`src/hw/rtl/hvts_pkg.sv`:
```
// Package with the shared types and constants of the thermostat sequencer.
`timescale 1ns / 1ps

package hvts_pkg;

    // Item commands.
    typedef logic [1:0] cmd_t;
    localparam cmd_t CMD_SAMPLE  = 2'd0;
    localparam cmd_t CMD_PROCESS = 2'd1;
    localparam cmd_t CMD_TICK    = 2'd2;
    localparam cmd_t CMD_CLEAR   = 2'd3;

    // Configuration register indexes.
    typedef logic [2:0] reg_idx_t;
    localparam reg_idx_t REG_SETPOINT   = 3'd0;
    localparam reg_idx_t REG_HYSTERESIS = 3'd1;
    localparam reg_idx_t REG_OFFSET     = 3'd2;
    localparam reg_idx_t REG_MODE       = 3'd3;
    localparam reg_idx_t REG_LIMIT_LOW  = 3'd4;
    localparam reg_idx_t REG_LIMIT_HIGH = 3'd5;
    localparam reg_idx_t REG_MIN_ON     = 3'd6;
    localparam reg_idx_t REG_MIN_OFF    = 3'd7;

    // Operating modes; seven behaves as disabled.
    typedef logic [2:0] mode_t;
    localparam mode_t MODE_OFF      = 3'd0;
    localparam mode_t MODE_COOL     = 3'd1;
    localparam mode_t MODE_HEAT     = 3'd2;
    localparam mode_t MODE_AUTO     = 3'd3;
    localparam mode_t MODE_FAN      = 3'd4;
    localparam mode_t MODE_MANUAL   = 3'd5;
    localparam mode_t MODE_DISABLED = 3'd6;

    // Configuration data width and register field widths.
    localparam int CFG_DATA_BITS = 24;
    localparam int SETPOINT_BITS = 10;
    localparam int HYST_BITS     = 7;
    localparam int OFFSET_BITS   = 9;
    localparam int LIMIT_BITS    = 12;
    localparam int TICKS_BITS    = 24;
    localparam int COUNT_BITS    = 32;

    // Temperature constants in 1/16 degree C.
    localparam int VALID_LOW      = -800;
    localparam int VALID_HIGH     = 1600;
    localparam int AUTO_BAND      = 32;
    localparam int TEMP_RESET     = 320;
    localparam int MIN_SEEN_RESET = 1600;
    localparam int MAX_SEEN_RESET = -1600;

    // Register reset values.
    localparam int SETPOINT_RESET   = 384;
    localparam int HYST_RESET       = 16;
    localparam int LIMIT_LOW_RESET  = -160;
    localparam int LIMIT_HIGH_RESET = 800;
    localparam int TICKS_RESET      = 180000;

endpackage

```
`src/hw/rtl/hvac_thermostat_sequencer_unit.sv`:
```
// Hysteresis thermostat with compressor and heater short-cycle protection.
//
// Usage: items arrive on the s_ channel (command, temperature) with valid and
// ready. Each accepted beat yields exactly one result beat on the m_ channel
// that shows the load drives, latch, reading and statistics after the item.
// Configuration registers are written through the cfg_ channel while the
// block is idle; a write to the mode register restarts both load timers.
// Latency: the result of an item is presented in the cycle after the item is
// accepted. Throughput: one item per cycle unless a stall holds it off; the
// state update is a single pass of compares and adds between the accepted
// beat and the state registers, which also serve as the result register.
// Stalls: while a result waits for m_ready the input is held off, so the
// result stays stable; a beat is taken in the same cycle the result leaves.
// A configuration write that is offered holds off new items for that cycle.
// Reset: aresetn is synchronous and active low; registers return to their
// reset values (mode disabled, loads off, 20 C reading) and no result is
// pending. There is no clearing pass, so items are taken right after reset.
`timescale 1ns / 1ps

module hvac_thermostat_sequencer_unit #(
    parameter int TIMER_BITS = 24,
    parameter int TEMP_BITS  = 13
) (
    input  logic                                   aclk,
    input  logic                                   aresetn,
    // Item channel
    input  logic                                   s_valid,
    output logic                                   s_ready,
    input  hvts_pkg::cmd_t                         s_command,
    input  logic signed [TEMP_BITS-1:0]            s_temperature,
    // Result channel
    output logic                                   m_valid,
    input  logic                                   m_ready,
    output logic                                   m_compressor_on,
    output logic                                   m_heater_on,
    output logic                                   m_fan_on,
    output logic                                   m_emergency,
    output logic                                   m_reading_valid,
    output logic signed [TEMP_BITS-1:0]            m_compensated,
    output logic signed [TEMP_BITS-1:0]            m_lowest_seen,
    output logic signed [TEMP_BITS-1:0]            m_highest_seen,
    output logic [hvts_pkg::COUNT_BITS-1:0]        m_start_count,
    // Configuration channel
    input  logic                                   cfg_valid,
    output logic                                   cfg_ready,
    input  hvts_pkg::reg_idx_t                     cfg_index,
    input  logic [hvts_pkg::CFG_DATA_BITS-1:0]     cfg_data
);
    import hvts_pkg::*;

    // Width for signed compares: room for sensor, offset, setpoint and band.
    localparam int CW = TEMP_BITS + 3;
    localparam int MW = (TIMER_BITS > TICKS_BITS) ? TIMER_BITS : TICKS_BITS;
    localparam logic signed [CW-1:0] T_MAX  = CW'((1 <<< (TEMP_BITS - 1)) - 1);
    localparam logic signed [CW-1:0] T_MIN  = -T_MAX - CW'(1);
    localparam logic signed [CW-1:0] V_LOW  = CW'(VALID_LOW);
    localparam logic signed [CW-1:0] V_HIGH = CW'(VALID_HIGH);
    localparam logic signed [CW-1:0] BAND   = CW'(AUTO_BAND);

    // Configuration registers.
    logic [SETPOINT_BITS-1:0]     setpoint_reg;
    logic [HYST_BITS-1:0]         hyst_reg;
    logic signed [OFFSET_BITS-1:0] offset_reg;
    mode_t                        mode_reg;
    logic signed [LIMIT_BITS-1:0] limit_low_reg;
    logic signed [LIMIT_BITS-1:0] limit_high_reg;
    logic [TICKS_BITS-1:0]        min_on_reg;
    logic [TICKS_BITS-1:0]        min_off_reg;

    // Block state; these registers also drive the result fields.
    logic                         comp_reg, comp_next;
    logic                         heat_reg, heat_next;
    logic                         fan_reg, fan_next;
    logic                         estop_reg, estop_next;
    logic                         rvalid_reg, rvalid_next;
    logic signed [TEMP_BITS-1:0]  temp_reg, temp_next;
    logic signed [TEMP_BITS-1:0]  min_reg, min_next;
    logic signed [TEMP_BITS-1:0]  max_reg, max_next;
    logic [TIMER_BITS-1:0]        comp_el_reg, comp_el_next;
    logic [TIMER_BITS-1:0]        heat_el_reg, heat_el_next;
    logic [COUNT_BITS-1:0]        starts_reg, starts_next;
    logic                         out_valid_reg;

    logic                         item_acc;
    logic                         cfg_acc;

    // Extended operands for the sample and process paths.
    logic signed [CW-1:0]         t_w, off_w, sum_w, c_w, ct_w;
    logic signed [CW-1:0]         sp_w, hys_w, lo_w, hi_w;
    logic signed [TEMP_BITS-1:0]  c_sat;
    logic                         sample_ok;
    logic                         want_cool, want_heat;
    logic                         wc, wh, wf;
    logic                         comp_may, heat_may;
    logic [MW-1:0]                comp_el_w, heat_el_w, min_on_w, min_off_w;

    // Handshakes: items wait while a result is stuck or a write is offered.
    assign s_ready   = (!out_valid_reg || m_ready) && !cfg_valid;
    assign cfg_ready = !out_valid_reg;
    assign item_acc  = s_valid && s_ready;
    assign cfg_acc   = cfg_valid && cfg_ready;

    // Sign and zero extension of the operands.
    assign t_w   = CW'(s_temperature);
    assign off_w = CW'(offset_reg);
    assign ct_w  = CW'(temp_reg);
    assign sp_w  = signed'({{(CW - SETPOINT_BITS){1'b0}}, setpoint_reg});
    assign hys_w = signed'({{(CW - HYST_BITS){1'b0}}, hyst_reg});
    assign lo_w  = CW'(limit_low_reg);
    assign hi_w  = CW'(limit_high_reg);

    // Sample path: range check, offset add and saturation.
    assign sample_ok = (t_w > V_LOW) && (t_w < V_HIGH);
    assign sum_w     = t_w + off_w;
    always_comb begin
        if (sum_w > T_MAX) begin
            c_w = T_MAX;
        end else if (sum_w < T_MIN) begin
            c_w = T_MIN;
        end else begin
            c_w = sum_w;
        end
    end
    assign c_sat = c_w[TEMP_BITS-1:0];

    // Hysteresis demands against the held reading.
    assign want_cool = comp_reg ? (ct_w > sp_w - hys_w) : (ct_w > sp_w);
    assign want_heat = heat_reg ? (ct_w < sp_w + hys_w) : (ct_w < sp_w);

    // Wanted loads for the current mode.
    always_comb begin
        wc = 1'b0;
        wh = 1'b0;
        wf = 1'b0;
        case (mode_reg)
            MODE_COOL: begin
                wc = want_cool;
                wf = want_cool;
            end
            MODE_HEAT: begin
                wh = want_heat;
                wf = want_heat;
            end
            MODE_AUTO: begin
                if (ct_w > sp_w + BAND) begin
                    wc = want_cool;
                    wf = want_cool;
                end else if (ct_w < sp_w - BAND) begin
                    wh = want_heat;
                    wf = want_heat;
                end
            end
            MODE_FAN: begin
                wf = 1'b1;
            end
            MODE_MANUAL: begin
                wc = comp_reg;
                wh = heat_reg;
                wf = fan_reg;
            end
            default: begin
                wc = 1'b0;
            end
        endcase
    end

    // Short-cycle guard: a demand changes a load only after its minimum time.
    assign comp_el_w = MW'(comp_el_reg);
    assign heat_el_w = MW'(heat_el_reg);
    assign min_on_w  = MW'(min_on_reg);
    assign min_off_w = MW'(min_off_reg);
    assign comp_may  = comp_reg ? (comp_el_w >= min_on_w) : (comp_el_w >= min_off_w);
    assign heat_may  = heat_reg ? (heat_el_w >= min_on_w) : (heat_el_w >= min_off_w);

    // Next state for one accepted item.
    always_comb begin
        comp_next    = comp_reg;
        heat_next    = heat_reg;
        fan_next     = fan_reg;
        estop_next   = estop_reg;
        rvalid_next  = rvalid_reg;
        temp_next    = temp_reg;
        min_next     = min_reg;
        max_next     = max_reg;
        comp_el_next = comp_el_reg;
        heat_el_next = heat_el_reg;
        starts_next  = starts_reg;
        case (s_command)
            CMD_SAMPLE: begin
                rvalid_next = sample_ok;
                if (sample_ok) begin
                    temp_next = c_sat;
                    if (c_sat < min_reg) begin
                        min_next = c_sat;
                    end
                    if (c_sat > max_reg) begin
                        max_next = c_sat;
                    end
                    if (c_w >= hi_w || c_w <= lo_w) begin
                        estop_next = 1'b1;
                        comp_next  = 1'b0;
                        heat_next  = 1'b0;
                        fan_next   = 1'b0;
                    end
                end
            end
            CMD_PROCESS: begin
                if (estop_reg) begin
                    comp_next = 1'b0;
                    heat_next = 1'b0;
                    fan_next  = 1'b0;
                end else if (mode_reg < MODE_DISABLED && rvalid_reg) begin
                    if (wc != comp_reg && comp_may) begin
                        comp_next    = wc;
                        comp_el_next = '0;
                        if (wc && starts_reg != '1) begin
                            starts_next = starts_reg + COUNT_BITS'(1);
                        end
                    end
                    if (wh != heat_reg && heat_may) begin
                        heat_next    = wh;
                        heat_el_next = '0;
                    end
                    fan_next = wf;
                end
            end
            CMD_TICK: begin
                if (comp_el_reg != '1) begin
                    comp_el_next = comp_el_reg + TIMER_BITS'(1);
                end
                if (heat_el_reg != '1) begin
                    heat_el_next = heat_el_reg + TIMER_BITS'(1);
                end
            end
            default: begin
                estop_next = 1'b0;
            end
        endcase
    end

    // Configuration registers.
    always_ff @(posedge aclk) begin
        if (!aresetn) begin
            setpoint_reg   <= SETPOINT_BITS'(SETPOINT_RESET);
            hyst_reg       <= HYST_BITS'(HYST_RESET);
            offset_reg     <= '0;
            mode_reg       <= MODE_DISABLED;
            limit_low_reg  <= LIMIT_BITS'(LIMIT_LOW_RESET);
            limit_high_reg <= LIMIT_BITS'(LIMIT_HIGH_RESET);
            min_on_reg     <= TICKS_BITS'(TICKS_RESET);
            min_off_reg    <= TICKS_BITS'(TICKS_RESET);
        end else if (cfg_acc) begin
            case (cfg_index)
                REG_SETPOINT:   setpoint_reg   <= cfg_data[SETPOINT_BITS-1:0];
                REG_HYSTERESIS: hyst_reg       <= cfg_data[HYST_BITS-1:0];
                REG_OFFSET:     offset_reg     <= cfg_data[OFFSET_BITS-1:0];
                REG_MODE:       mode_reg       <= cfg_data[2:0];
                REG_LIMIT_LOW:  limit_low_reg  <= cfg_data[LIMIT_BITS-1:0];
                REG_LIMIT_HIGH: limit_high_reg <= cfg_data[LIMIT_BITS-1:0];
                REG_MIN_ON:     min_on_reg     <= cfg_data[TICKS_BITS-1:0];
                REG_MIN_OFF:    min_off_reg    <= cfg_data[TICKS_BITS-1:0];
                default:        setpoint_reg   <= setpoint_reg;
            endcase
        end
    end

    // Block state: a mode write restarts timers, otherwise items update it.
    always_ff @(posedge aclk) begin
        if (!aresetn) begin
            comp_reg    <= 1'b0;
            heat_reg    <= 1'b0;
            fan_reg     <= 1'b0;
            estop_reg   <= 1'b0;
            rvalid_reg  <= 1'b0;
            temp_reg    <= TEMP_BITS'(TEMP_RESET);
            min_reg     <= TEMP_BITS'(MIN_SEEN_RESET);
            max_reg     <= TEMP_BITS'(MAX_SEEN_RESET);
            comp_el_reg <= '0;
            heat_el_reg <= '0;
            starts_reg  <= '0;
        end else if (cfg_acc) begin
            if (cfg_index == REG_MODE) begin
                comp_el_reg <= '0;
                heat_el_reg <= '0;
                if (cfg_data[2:0] >= MODE_DISABLED) begin
                    comp_reg <= 1'b0;
                    heat_reg <= 1'b0;
                    fan_reg  <= 1'b0;
                end
            end
        end else if (item_acc) begin
            comp_reg    <= comp_next;
            heat_reg    <= heat_next;
            fan_reg     <= fan_next;
            estop_reg   <= estop_next;
            rvalid_reg  <= rvalid_next;
            temp_reg    <= temp_next;
            min_reg     <= min_next;
            max_reg     <= max_next;
            comp_el_reg <= comp_el_next;
            heat_el_reg <= heat_el_next;
            starts_reg  <= starts_next;
        end
    end

    // Result beat flag: set by each item, cleared when taken.
    always_ff @(posedge aclk) begin
        if (!aresetn) begin
            out_valid_reg <= 1'b0;
        end else if (item_acc) begin
            out_valid_reg <= 1'b1;
        end else if (m_ready) begin
            out_valid_reg <= 1'b0;
        end
    end

    // Result fields come straight from the state registers.
    assign m_valid         = out_valid_reg;
    assign m_compressor_on = comp_reg;
    assign m_heater_on     = heat_reg;
    assign m_fan_on        = fan_reg;
    assign m_emergency     = estop_reg;
    assign m_reading_valid = rvalid_reg;
    assign m_compensated   = temp_reg;
    assign m_lowest_seen   = min_reg;
    assign m_highest_seen  = max_reg;
    assign m_start_count   = starts_reg;

    // While the emergency latch is set, every load is off.
    assert property (@(posedge aclk) disable iff (!aresetn)
        estop_reg |-> (!comp_reg && !heat_reg && !fan_reg))
        else $error("load on while emergency latch is set");

    // A compressor start bumps the start count unless it has saturated.
    assert property (@(posedge aclk) disable iff (!aresetn)
        $rose(comp_reg) |-> (starts_reg == $past(starts_reg) + COUNT_BITS'(1)
                             || $past(starts_reg) == '1))
        else $error("compressor start not counted");

    // A stalled result keeps the state it reports.
    assert property (@(posedge aclk) disable iff (!aresetn)
        (out_valid_reg && !m_ready) |=> ($stable(temp_reg) && $stable(starts_reg)
                                         && $stable(comp_reg)))
        else $error("state changed under a stalled result");

endmodule
```
`config.mk`:
```
export PLATFORM = sky130hd
export DESIGN_NAME = hvac_thermostat_sequencer_unit
export DESIGN_NICKNAME = d
export VERILOG_FILES = /design/src/hw/rtl/hvts_pkg.sv /design/src/hw/rtl/hvac_thermostat_sequencer_unit.sv
export SDC_FILE = /design/constraint.sdc
export NUM_CORES = 1
export LEC_CHECK = 0
export BUFFER_PORTS_ARGS = -buffer_cell sky130_fd_sc_hd__buf_2
export CAP_MARGIN = 30
export CORE_ASPECT_RATIO = 1.25
export CORE_MARGIN = 3
export CORE_UTILIZATION = 35
export CTS_CLUSTER_DIAMETER = 30
export DETAILED_ROUTE_END_ITERATION = 10
export PLACE_DENSITY = 0.53
export SYNTH_ARGS = -nofsm -noshare
export SYNTH_HDL_FRONTEND = slang
export SYNTH_SLANG_ARGS = --single-unit
```
`constraint.sdc`:
```
create_clock -name aclk -period 7.4 [get_ports aclk]
set_input_delay 1.48 -clock aclk [delete_from_list [all_inputs] [get_ports aclk]]
set_output_delay 1.48 -clock aclk [all_outputs]
set_load 0.005 [all_outputs]
```
# Yosys cells after proc, flatten, opt, wreduce, memory -nomap -nowiden

Index checks and enable logic that the tools add are counted.

Register bits after elaboration: 226
Output and inout port bits: 79
Logic and storage cells: 178

$add $sub $neg: 8
Magnitude comparators: 20
Equality and inequality tests: 35
Multiplexer cells: 54
Bitwise operators: 3
Reductions and logical operators: 38

Operators by type and width:

| operator                                                        | count |
|---|---|
| 2-to-1 mux 24 bit                                               | 13 |
| greater-or-equal comparator 24 bit                              | 4 |
| case mux 24 bit (2 select lines)                                | 2 |
| adder 24 x 1 -> 24 bit, second input constant                   | 2 |
| != test 24 bit, second input constant                           | 2 |
| adder 32 x 1 -> 32 bit, second input constant                   | 1 |
| 2-to-1 mux 16 bit                                               | 2 |
| != test 32 bit, second input constant                           | 1 |
| 2-to-1 mux 1 bit                                                | 30 |
| greater-than comparator 13 x 11 -> 1 bit                        | 2 |
| less-than comparator 13 x 11 -> 1 bit                           | 2 |
| != test 3 bit, second input constant                            | 8 |
| AND reduction 8 bit                                             | 3 |
| AND reduction 7 bit                                             | 3 |
| == test 3 bit, second input constant                            | 6 |
| greater-or-equal comparator 16 x 12 -> 1 bit                    | 1 |
| <= comparator 16 x 12 -> 1 bit                                  | 1 |
| != test 4 bit, second input constant                            | 4 |
| AND reduction 2 bit                                             | 8 |
| AND reduction 5 bit                                             | 3 |
| adder 13 x 9 -> 14 bit                                          | 1 |
| greater-than comparator 14 x 13 -> 1 bit, second input constant | 1 |
| less-than comparator 14 x 13 -> 1 bit, second input constant    | 1 |
| greater-than comparator 13 x 11 -> 1 bit, second input constant | 1 |
| 32 further kinds                                                | 56 |

# Depth between registers and ports, before layout

Gate-level depths: netlist of run 1.

Depth after elaboration: 14
Gate-level depth with buffers: 24

# Worst setup path before layout of run 1

Ideal clock, no wire load.

Path type: input port to flip-flop
Start: in s_temperature[0]
End: reg min_reg[3], in the netlist m_lowest_seen[3]
Data arrival time: 5.906 ns
Setup slack: 1.416 ns
Stages on the path: 19
Cells stage by stage: ha_1 > fa_1 > a211oi_1 > o21ai_0 > a21oi_1 > xnor2_1 > nor2_1 > o21ai_0 > ha_1 > a2111oi_0 > nand2_1 > o22ai_1 > and4_1 > a32oi_1 > and4b_1 > a31o_2 > clkbuf_1 > nor2b_1 > nor3_1

Cells in the longest elaborated chain, start to end: 6

Ends and longest elaborated chain:

| item                                  | line                                  | text |
|---|---|---|
| start: declaration                    | hvac_thermostat_sequencer_unit.sv:30  | `input logic signed [TEMP_BITS-1:0] s_temperature,` |
| adder 13 x 9 -> 14 bit (*)            | hvac_thermostat_sequencer_unit.sv:114 | `assign sum_w = t_w + off_w;` |
| less-than comparator 14 x 13 -> 1 bit | hvac_thermostat_sequencer_unit.sv:118 | `end else if (sum_w < T_MIN) begin` |
| 2-to-1 mux 16 bit                     | hvac_thermostat_sequencer_unit.sv:118 |  |
| 2-to-1 mux 16 bit (*)                 | hvac_thermostat_sequencer_unit.sv:116 | `if (sum_w > T_MAX) begin` |
| via c_w[9]                            | hvac_thermostat_sequencer_unit.sv:88  | `logic signed [CW-1:0] t_w, off_w, sum_w, c_w, ct_w;` |
| less-than comparator 13 bit (*)       | hvac_thermostat_sequencer_unit.sv:193 | `if (c_sat < min_reg) begin` |
| AND reduction 5 bit (no line) (*)     | -                                     |  |
| end signal: assignment                | hvac_thermostat_sequencer_unit.sv:276 | `min_reg <= TEMP_BITS'(MIN_SEEN_RESET);` |
| end signal: assignment                | hvac_thermostat_sequencer_unit.sv:298 | `min_reg <= min_next;` |
| end: declaration                      | hvac_thermostat_sequencer_unit.sv:77  | `logic signed [TEMP_BITS-1:0] min_reg, min_next;` |

The timed path passes the listed nets; every way through them passes the cells marked *.
A chain may end at the register's enable or synchronous reset.

# Worst setup path in the final report of run 1

Start: in s_temperature[0]
End: reg heat_reg, in the netlist m_heater_on

Cells in the longest elaborated chain, start to end: 8

Ends and longest elaborated chain:

| item                                                                                           | line                                  | text |
|---|---|---|
| adder 13 x 9 -> 14 bit (*)                                                                     | hvac_thermostat_sequencer_unit.sv:114 |  |
| less-than comparator 14 x 13 -> 1 bit                                                          | hvac_thermostat_sequencer_unit.sv:118 |  |
| 2-to-1 mux 16 bit                                                                              | hvac_thermostat_sequencer_unit.sv:118 |  |
| 2-to-1 mux 16 bit (*)                                                                          | hvac_thermostat_sequencer_unit.sv:116 |  |
| via c_w[2]                                                                                     | hvac_thermostat_sequencer_unit.sv:88  |  |
| greater-or-equal comparator 16 x 12 -> 1 bit or <= comparator 16 x 12 -> 1 bit (tied branches) | hvac_thermostat_sequencer_unit.sv:199 | `if (c_w >= hi_w \|\| c_w <= lo_w) begin` |
| logical OR 1 bit (*)                                                                           | hvac_thermostat_sequencer_unit.sv:199 |  |
| != test 3 bit (no line) (*)                                                                    | -                                     |  |
| AND reduction 8 bit (no line) (*)                                                              | -                                     |  |
| end signal: assignment                                                                         | hvac_thermostat_sequencer_unit.sv:293 | `heat_reg <= heat_next;` |
| end: declaration                                                                               | hvac_thermostat_sequencer_unit.sv:72  | `logic heat_reg, heat_next;` |

Marks and branches as above.

==> key figures, run 1 <==
Yosys
  – Yosys cell types: 77
  – Net Count, Synth: 2290
  – Synth Cell Area: 16100 um2
  – Post-synthesis xor/xnor area fraction: around 1.9%
  – Synth Area in Compound Gates: 20.1%
  – Register area share after synthesis: between 20 and 30%
  – Post-synthesis async set-or-reset flop share: 0%
  – Top_reg_cell synth: dfxtp_1
  – Adder-Cell Fraction of Synth Area: 18.4%
  – Synth Register Bits: between 200 and 250
  – Synth Instances: between 2000 and 2500
  – Post-synth EDFFs: 0
  – Simple logic cell fraction of the synthesized area: ~22%
  – Synth Warn #: 0
  – Syn Area/Cell: about 8 um2
  – Post-synthesis mux area share: 3.89%
  – Main combinational cell family by area after synthesis: simple AND/OR/NAND/NOR gates

Clock tree
  – CTS tree: done
  – PostCTS Resize Cnt: 0
  – Hold_buf cts: 0
  – Worst-path clk slew: 0.04 ns
  – Postcts setup bufs: 0
  – Worst-case clock buffer depth: 3
  – Inserted Clock Buffers: 67
  – H-Tree Depth: 3
  – Clk_lat worst skew: 0.59 ns
  – # clock sinks: 226
  – Root Driver: clkbuf_16

Worst setup path
  – CP peak stage delay: approximately 0.76 ns
  – Setup crit start: s_temperature[0]
  – CP most frequent cell: o21ai_0
  – Worst Path Buf+Inv: 1
  – Worst path slowest cell: o21ai_0
  – CP max FO: 9
  – Setup slack, reg-to-reg: 1.49 ns
  – Crit-path leading delay family: compound AO/OA/AOI/OAI gates
  – Critical Path RT: between 7 and 8 ns
  – Worst endpoint data arrival time: roughly 6.8 ns
  – Crit Path Class: input pin to register
  – Origin of the critical flop-to-flop path: setpoint_reg[1]
  – Worst path cell trace: buf_2 > ha_1 > fa_1 > a211oi_1 > o21ai_0 > a21oi_1 > xnor2_1 > nor2_1 > o21ai_0 > ha_1 > a21oi_1 > o21ai_0 > a41oi_1 > a21oi_1 > o41ai_1 > o21ai_0 > o311ai_0 > o21ai_0
  – Crit end category: register
  – Crit path launch type: input pin

STA
  – Max Freq: 157 MHz
  – Slew margin rel.: 30.9%
  – Least-Margin Pin Slew: 1.03 ns
  – Min Clock Period, post-route: 6.36 ns
  – Final setup margin: approximately 1.0 ns
  – Post-route setup TNS: 0 ns
  – RSZ-0062 raised after global routing: false
  – Slew Viols, Final: 0
  – Endpoints failing setup: 0
  – Fin crit share: 85.9%
  – Setup Skew: approximately 0.028 ns
  – Fin. Hold Viols: 0

Route
  – First-pass DRT Iterations: 5
  – Drt initial violations: 684
  – Via count: 15400
  – Vias per cell: 5.54
  – DRC viols: 0
  – WL per Instance: 18.6 um
  – Total Wirelength: 51600 um
  – DRT antenna net count: 0

Die
  – Initial Util: a little over a third
  – Core Rows: 87
  – Chip height: between 200 and 250 um
  – Core ar.: 45300 um2
  – Io pins: 126
  – Die area: 48500 um2
  – Die width: 198 um

Power and ir drop
  – Tot Pwr: between 4 and 5 mW
  – Worst vdd ir: 0.000189 V
  – P_leak: 8.61 nW
  – Pwr Density: 240 nW/um2

Layout
  – Design area: 19800 um2
  – Final Core Density: 43.7%
  – Most common cell after layout, fill and taps aside: nand2_1
  – Number of fill cells in the layout: 4535
  – Multi-input gate area: 10700 um2
  – Register Area: 4520 um2
  – Largest register FFs: 32
  – Post-layout nets: between 2000 and 2500
  – Commonest cells after routing, fill and taps aside: nand2_1 (242), ha_1 (230), dfxtp_1 (226)
  – P&R area growth vs syn: 23.2%
  – Share of post-route cells with drive strength above 1: between 10 and 15%

Global routing
  – Initial antenna violation count: 4
  – Pin count of the biggest net entering global routing: 69
  – Congestion Overflow GR: 0
  – Vias in the first global route: 15100
  – First-pass GRT wire length: 82000 um
  – Total Routing Usage GR: 21.1%

Min path
  – Worst Hold Launch: min_off_reg[1]
  – Worst hold-check path type: register to register

Placement
  – Port Buffer Count: 125
  – Post-placement setup slack: between 0.5 and 0.6 ns
  – Area post-placement: 17300 um2
  – Routability cong.: 0.845
  – Post-DP HPWL: 37800 um

Job
  – Max-cap violation count: 0

Outcome
  – Status: completed
==> per-layer routing <==
| layer | track usage, % | share of wire (%) | vias up |
|---|---|---|---|
| met3 | 3.71 | 4.7 | 97 |
| met4 | 7.79 | 2.6 | 8 |
| li1 | - | - | 7595 |
| met5 | 0 | 0.11 | - |
| met1 | 25.6 | 43 | 7323 |
| met2 | 37.3 | 50 | 375 |
==> tightest hold or removal path, stage by stage (launching register included) <==
cell and delay, ns:
dfxtp_1 0.30, nand2_1 0.05, a21oi_1 0.05
==> where the power goes <==
group          internal (mW)  switching [mW]
Combinational          0.142           0.253
Sequential              1.24          0.0152
Clock                   2.21           0.895
==> logic make-up (layout without fill, tap and decap cells) <==
kind of cell | after synthesis | after routing
compound gates | 482 | 482
xor+xnor | 35 | 35
fa+ha+maj | 234 | 234
buf+inv | 242 | 431
flops | 226 | 226
mux | 62 | 62
other cells | 0 | 1
simple gates | 729 | 729
==> final cells by class <==
type,instances,share of cell area [%]
flip-flops and latches,226,22.9
inverters,160,3.05
well taps,578,3.66
repair buffers,150,4.12
clock inverters,35,2.80
multi-input cells,1542,53.8
clock buffers,86,9.65
diodes,1,0.0126
==> synthesized netlist by cell type (35+ instances only) <==
cell	instances	area, um2
nand4_1	48	300
nor3_1	35	175
mux2i_1	59	591
inv_1	157	589
nand2_1	242	908
o21ai_0	74	370
o211ai_1	64	480
dfxtp_1	226	4520
nor2_1	156	586
ha_1	230	2880
nand3_1	89	445
a21oi_1	141	706
clkbuf_1	65	244
==> per-stage QoR <==
step / hold WS [ns] / instances
CTS: 0.455 / 2777
floorplan: 0.436 / 2010
finish: 0.453 / 2778
global placement: 0.444 / 2654
global route: 0.472 / 2777
detailed placement: 0.450 / 2656
==> worst paths after layout <==
| check | endpoint | cells past startpoint |
|---|---|---|
| setup / recovery | m_heater_on | 18 |
| hold / removal | min_off_reg[1] | 2 |
| setup reg to reg | m_start_count[21] | 20 |
| hold reg to reg | min_off_reg[1] | 2 |
No activity file was read; power rests on OpenSTA's default activity.
==> run 2, diff against run 1 <==
Settings changed: CORE_ASPECT_RATIO 1.25 to default, CTS_BUF_LIST from default to sky130_fd_sc_hd__clkbuf_16, SKIP_CTS_REPAIR_TIMING from default to 1.
==> run 2 against run 1 <==
  * Fmax increased by 3.9%
  * Hold slack improved by 0.00053 ns
  * Flip-flop and latch count unchanged
  * Largest cell class unchanged
  * Cell count increased by 0.86%
  * Die area about the same
  * Clock power decreased by 12%
  * Combinational power increased by 2%
  * Cell area decreased by 1.0%
==> key figures, run 2 (synthesis results as in run 1) <==
Worst setup path
  – CP peak stage delay: 0.49 ns (-0.27 ns)
  – Worst setup path endpoint: m_lowest_seen[12]
  – Setup crit start: s_temperature[0]
  – Setup slack, reg-to-reg: 1.57 ns (+0.08 ns)
  – Reg2Reg Depth: 21 (+5.0%)
  – Worst path cell trace: buf_2 > ha_1 > fa_1 > a211oi_1 > o21ai_0 > a21oi_1 > xnor2_1 > nor2_1 > o21ai_0 > buf_2 > ha_1 > a2111oi_0 > nand2_1 > o22ai_1 > and4_1 > a32oi_1 > nand2_1 > a31o_2 > nor2_1 > a211oi_1
  – CP max FO: 22 (+13)
  – Critical Path RT: 7.88 ns (+0.05 ns)
  – Origin of the critical flop-to-flop path: hyst_reg[1]
  – Crit path depth: 20 (+2)
  – Worst endpoint data arrival time: 6.59 ns (-0.20 ns)
  – Crit-path leading delay family: compound AO/OA/AOI/OAI gates
  – Crit Path Class: input pin to register
  – Crit path launch type: input pin
  – Worst Path Buf+Inv: 2 (+1)
  – Worst path slowest cell: a2111oi_0
  – Crit end category: register
  – Worst r2r dst: m_start_count[21]

Die
  – Core Rows: 77 (-11%)
  – Io pins: 126 (unchanged)
  – Die area: 48500 um2 (about the same)
  – Die width: 220 um (+11%)
  – Initial Util: 35.9% (+0.38 points)
  – Chip height: 220 um (-10%)
  – Core ar.: 44800 um2 (-1.1%)

STA
  – Fin crit share: 82.7% (-3.3 points)
  – Endpoints failing setup: 0 (unchanged)
  – Least-Margin Pin Slew: 0.994 ns (-0.0372 ns)
  – Min Clock Period, post-route: 6.12 ns (-0.241 ns)
  – Fin. Hold Viols: 0 (unchanged)
  – Max Freq: 163 MHz (+3.9%)
  – RSZ-0062 raised after global routing: false
  – Setup Skew: 0.0246 ns (-0.00334 ns)
  – Post-route setup TNS: 0 ns (unchanged)
  – Slew Viols, Final: 0 (unchanged)
  – Final setup margin: 1.28 ns (+0.241 ns)
  – Slew margin rel.: 33.5% (+2.7 points)

Global routing
  – Initial antenna violation count: 3 (-1)
  – First-pass GRT wire length: 82200 um (+0.32%)
  – Vias in the first global route: 15100 (-0.57%)
  – Congestion Overflow GR: 0 (unchanged)
  – Total Routing Usage GR: 21.2% (+0.087 points)
  – Pin count of the biggest net entering global routing: 84 (+22%)

Power and ir drop
  – Switching part of the total power: 25.2% (+0.69 points)
  – Sw power: 1.10 mW (-5.0%)
  – Logic gate share of total power: 9.2% (+0.9 points)
  – Seq pwr share: 28.6% (+2.2 points)
  – Internal power: 3.28 mW (-8.5%)
  – Worst vdd ir: 0.000160 V (-15%)
  – Pwr Density: 224 nW/um2 (-6.7%)
  – Clock power frac: 62.2% (-3.1 points)
  – P_leak: 8.53 nW (-0.86%)

Route
  – First-pass DRT Iterations: 5 (unchanged)
  – DRT antenna net count: 0 (unchanged)
  – Total Wirelength: 51200 um (-0.76%)
  – Drt initial violations: 1056 (+54%)
  – DRC viols: 0 (unchanged)
  – Via count: 15400 (+0.25%)
  – Vias per cell: 5.51 (-0.61%)
  – WL per Instance: 18.3 um (-1.6%)

Layout
  – # diodes: 0 (-1)
  – Largest register FFs: 32 (unchanged)
  – Post-layout nets: 2436 (+0.37%)
  – P&R area growth vs syn: 21.9%
  – Share of post-route cells with drive strength above 1: 13.3% (-0.38 points)
  – Commonest cells after routing, fill and taps aside: nand2_1 (242), ha_1 (230), dfxtp_1 (226)
  – Post-Layout Cell Count: 2802 (+0.86%)
  – Number of fill cells in the layout: 4565 (+0.66%)
  – Most common cell after layout, fill and taps aside: nand2_1

Placement
  – DP Cell Count: 2677 (+0.79%)
  – Post-DP HPWL: 37700 um (-0.35%)
  – Post-placement setup slack: 0.423 ns (-0.115 ns)
  – Routability cong.: 0.868 (+2.7%)
  – Port Buffer Count: 125 (unchanged)

Clock tree
  – # clock sinks: 226 (unchanged)
  – Clk_lat worst skew: 0.57 ns (-0.02 ns)
  – Worst-case clock buffer depth: 3 (unchanged)
  – CTS tree: done
  – Root Driver: clkbuf_16
  – H-Tree Depth: 3 (unchanged)
  – Worst-path clk slew: 0.04 ns (about the same)
  – Inserted Clock Buffers: 68 (+1.5%)

Min path
  – Worst hold-check path type: register to register

Job
  – Max-cap violation count: 0 (unchanged)

Outcome
  – Status: completed
[run 2: changes by cell type in the layout (fill, tap and decap cells not counted), sizes merged]
cell	previous run	this run
clkinv	19	37
clkbuf	86	70
buf	150	157
bufinv	11	6
inv	164	169
clkdlybuf4s15	0	1
clkinvlp	1	2
diode	1	0
[run 2: worst reg2reg max path: stages (launching register included)]
cell and delay (ns):
dfxtp_1 0.41, inv_1 0.11, ha_1 0.29, nor2b_1 0.13, o21ai_0 0.23, a21oi_1 0.14
o21ai_0 0.16, nand2b_1 0.10, a21o_1 0.19, a21o_1 0.19, or3_1 0.33, xnor2_1 0.14
ha_1 0.28, nand4_1 0.11, nor3_1 0.26, o31a_1 0.17, o21ai_0 0.15, a221o_1 0.47
a2111oi_4 0.55, nand2_2 0.53, or4_1 0.66, a21oi_1 0.16
[run 2: metrics by stage]
step | hold WS [ns] | cell area, um2 | power, mW | utilization (%)
5_1_grt | 0.468 | 19600 | 4.57 | 43.7
3_5_place_dp | 0.448 | 17400 | 1.67 | 38.8
3_3_place_gp | 0.443 | 17400 | 1.66 | 38.7
2_1_floorplan | 0.436 | 16100 | 1.53 | -
4_1_cts | 0.455 | 19600 | 4.44 | 43.7
6_report | 0.454 | 19600 | 4.39 | 43.7
[run 2: power by group through the flow]
stage          Sequential [mW]  Combinational [mW]  Clock [mW]
5_1_grt                   1.26               0.455        2.86
6_report                  1.26               0.402        2.73
4_1_cts                   1.25               0.400        2.79
3_5_place_dp              1.28               0.397           0
3_3_place_gp              1.27               0.388           0
2_1_floorplan             1.27               0.259           0
[run 2: cell type report]
cell class              count  area (um2)  share of cell area (%)
clock buffers              70        1750                    8.95
clock inverters            54         423                    2.16
inverters                 160         603                    3.08
multi-input cells        1542       10700                    54.4
flip-flops and latches    226        4520                    23.1
well taps                 592         741                    3.78
repair buffers            158         881                    4.50
[run 2: worst min-delay path by stage]
stage                             to  slack, ns             start  depth (start not counted)
floorplan           limit_low_reg[1]       0.44  limit_low_reg[1]                          2
global placement    limit_low_reg[4]       0.44  limit_low_reg[4]                          2
detailed placement    min_off_reg[1]       0.45    min_off_reg[1]                          2
CTS                    min_on_reg[7]       0.45     min_on_reg[7]                          2
global route        limit_low_reg[4]       0.47  limit_low_reg[4]                          2
finish                 min_on_reg[7]       0.45     min_on_reg[7]                          2
[run 2: layer usage]
metal  track usage (%)  up-vias  share of wire [%]
met5                 0        -              0.045
met4              6.80        4                2.2
met3              5.05       85                6.7
met2              33.3      445                 44
met1              28.8     7297                 47
li1                  -     7605                  -
==> run 3, diff against run 2 <==
Settings changed: PLACE_DENSITY 0.53 to 0.55.
Clock period 7.4 ns to 5.04 ns, I/O delays scaled along.
==> run 3 against run 2 <==
  * Cell count up 3.4%
  * Count of clock-buffer cells in the layout is the same
  * Hold slack worse by 0.0021 ns
  * Clock skew down 0.0054 ns
  * Die area is the same
  * Routed wire length up 1.6%
  * Register-to-register slack got worse by 1.5 ns
  * Largest cell class unchanged
  * Largest power group unchanged
  * Power is 60% higher
==> key figures, run 3 (synthesis results as in run 1) <==
Outcome
  – Status: completed

STA
  – Fin. Hold Viols: 0 (unchanged)
  – Slew margin rel.: 35.4% (+1.9 points)
  – Slew Viols, Final: 0 (unchanged)
  – Min Clock Period, post-route: 4.93 ns
  – Least-Margin Pin Slew: 0.966 ns (-0.0280 ns)
  – RSZ-0062 raised after global routing: true
  – Setup Skew: 0.0193 ns (-0.00536 ns)
  – Max Freq: 203 MHz
  – Fin crit share: 97.8%
  – Hold WS: 0.452 ns (-0.00206 ns)
  – Endpoints failing setup: 0 (unchanged)

Clock tree
  – Clk_lat worst skew: 0.58 ns (about the same)
  – Worst-path clk slew: 0.05 ns (about the same)
  – H-Tree Depth: 3 (unchanged)
  – Inserted Clock Buffers: 69 (+1.5%)
  – CTS tree: done
  – Root Driver: clkbuf_16
  – # clock sinks: 226 (unchanged)
  – Worst-case clock buffer depth: 3 (unchanged)

Worst setup path
  – Worst endpoint data arrival time: 5.43 ns (-1.16 ns)
  – Crit path launch type: register
  – CP max FO: 5 (-77%)
  – Critical Path RT: 5.54 ns (-2.34 ns)
  – Origin of the critical flop-to-flop path: hyst_reg[1]
  – Setup slack, reg-to-reg: 0.11 ns (-1.46 ns)
  – Crit end category: register
  – Worst r2r dst: m_start_count[13]
  – Reg2Reg Depth: 23 (+9.5%)
  – Crit Path Class: register to register

Route
  – Drt initial violations: 877 (-17%)
  – WL per Instance: 18.0 um (-1.7%)
  – Vias per cell: 5.46 (-0.95%)
  – DRT antenna net count: 0 (unchanged)
  – Via count: 15800 (+2.4%)
  – DRC viols: 0 (unchanged)
  – First-pass DRT Iterations: 5 (unchanged)
  – Total Wirelength: 52000 um (+1.6%)

Layout
  – Most common cell after layout, fill and taps aside: nand2_1
  – Post-layout nets: 2528 (+3.8%)
  – Register Area: 4530 um2 (about the same)
  – Post-Layout Cell Count: 2896 (+3.4%)
  – Multi-input gate area: 10900 um2 (+2.3%)
  – P&R area growth vs syn: 29.9%
  – Final Core Density: 46.6% (+2.9 points)
  – Largest register FFs: 32 (unchanged)
  – Share of post-route cells with drive strength above 1: 19.0% (+5.7 points)
  – Number of fill cells in the layout: 4370 (-4.3%)
  – Commonest cells after routing, fill and taps aside: nand2_1 (241), ha_1 (229), dfxtp_1 (224)

Job
  – Max-cap violation count: 0 (unchanged)

Min path
  – Min-Delay Endpoint: limit_low_reg[2]
  – Min-Delay Path Depth: 2 (unchanged)
  – Worst Hold Launch: limit_low_reg[2]
  – Worst hold-check path type: register to register

Global routing
  – Congestion Overflow GR: 0 (unchanged)
  – Total Routing Usage GR: 21.1% (-0.068 points)
  – Vias in the first global route: 15200 (+1.2%)
  – Pin count of the biggest net entering global routing: 78 (-7.1%)
  – First-pass GRT wire length: 81700 um (-0.62%)
  – Initial antenna violation count: 4 (+1)

Die
  – Die width: 220 um (unchanged)
  – Io pins: 126 (unchanged)
  – Die area: 48500 um2 (unchanged)
  – Initial Util: 35.9% (unchanged)
  – Core ar.: 44800 um2 (unchanged)
  – Core Rows: 77 (unchanged)
  – Chip height: 220 um (unchanged)

Power and ir drop
  – Tot Pwr: 7.01 mW (+60%)
  – Worst vdd ir: 0.000234 V (+46%)
  – Pwr Density: 336 nW/um2 (+50%)
  – P_leak: 9.18 nW (+7.6%)

Placement
  – Post-DP HPWL: 38200 um (+1.5%)
  – Routability cong.: 0.908 (+4.7%)
  – Port Buffer Count: 125 (unchanged)
  – DP Cell Count: 2761 (+3.1%)
## run 3: cell types whose count changed in the layout (fill, tap and decap cells not counted), sizes merged
cell	change
inv	-2
clkinv	-6
bufinv	+7
clkbuf	+3
clkinvlp	+2
buf	+89
diode	+2
clkdlybuf4s15	-1
## run 3: metal layers
| metal | track usage [%] | wire length [um] | vias up | share of wire (%) |
|---|---|---|---|---|
| li1 | - | - | 7818 | - |
| met1 | 28.7 | 24300 | 7406 | 47 |
| met2 | 33.4 | 23000 | 489 | 44 |
| met3 | 4.63 | 3310 | 89 | 6.4 |
| met4 | 6.98 | 1380 | 0 | 2.6 |
| met5 | 0 | 0 | - | 0 |
## run 3: final cells by class
type / instances / area share (%)
inverters: 160 / 2.89
multi-input cells: 1542 / 52.2
flip-flops and latches: 226 / 21.7
clock buffers: 70 / 8.40
well taps: 592 / 3.55
diodes: 2 / 0.0240
clock inverters: 55 / 3.26
repair buffers: 249 / 7.95
## run 3: critical path, cell delays in order (launching register included)
cell and delay [ns]:
dfxtp_2 0.32, inv_2 0.07, ha_4 0.20, nor2b_1 0.12
o21ai_1 0.20, a21oi_2 0.09, o21ai_1 0.16, nand2b_1 0.09
a21o_1 0.17, a21o_1 0.17, or3_4 0.34, xnor2_2 0.14
ha_1 0.28, nand4_1 0.12, nor3_2 0.16, o31a_1 0.17
o21ai_2 0.07, a221o_1 0.38, a2111oi_4 0.47, buf_6 0.20
nand2_8 0.08, buf_12 0.18, or4_1 0.53, a21oi_2 0.13
## run 3: worst max path at each step
stage	from	to	slack, ns	depth (start not counted)
floorplan	s_temperature[0]	m_lowest_seen[4]	0.02	19
global placement	s_temperature[0]	m_heater_on	-0.32	20
detailed placement	s_temperature[0]	m_heater_on	-0.45	20
CTS	hyst_reg[1]	m_start_count[11]	-0.37	24
global route	hyst_reg[1]	m_start_count[13]	-0.16	23
finish	hyst_reg[1]	m_start_count[13]	0.11	23
## run 3: stage by stage
step,setup TNS [ns],area (um2),setup slack (ns)
floorplan,0,16100,0.0234
detailed placement,-12.99,18100,-0.445
finish,0,20900,0.112
CTS,-8.30,20500,-0.370
global route,-1.67,20900,-0.161
global placement,-6.20,18100,-0.317
## run 3: power by group
part / total, mW / internal (mW) / switching (mW)
Sequential: 1.84 / 1.82 / 0.0205
Combinational: 0.674 / 0.274 / 0.400
Clock: 4.49 / 3.18 / 1.31
Total: 7.01 / 5.27 / 1.73
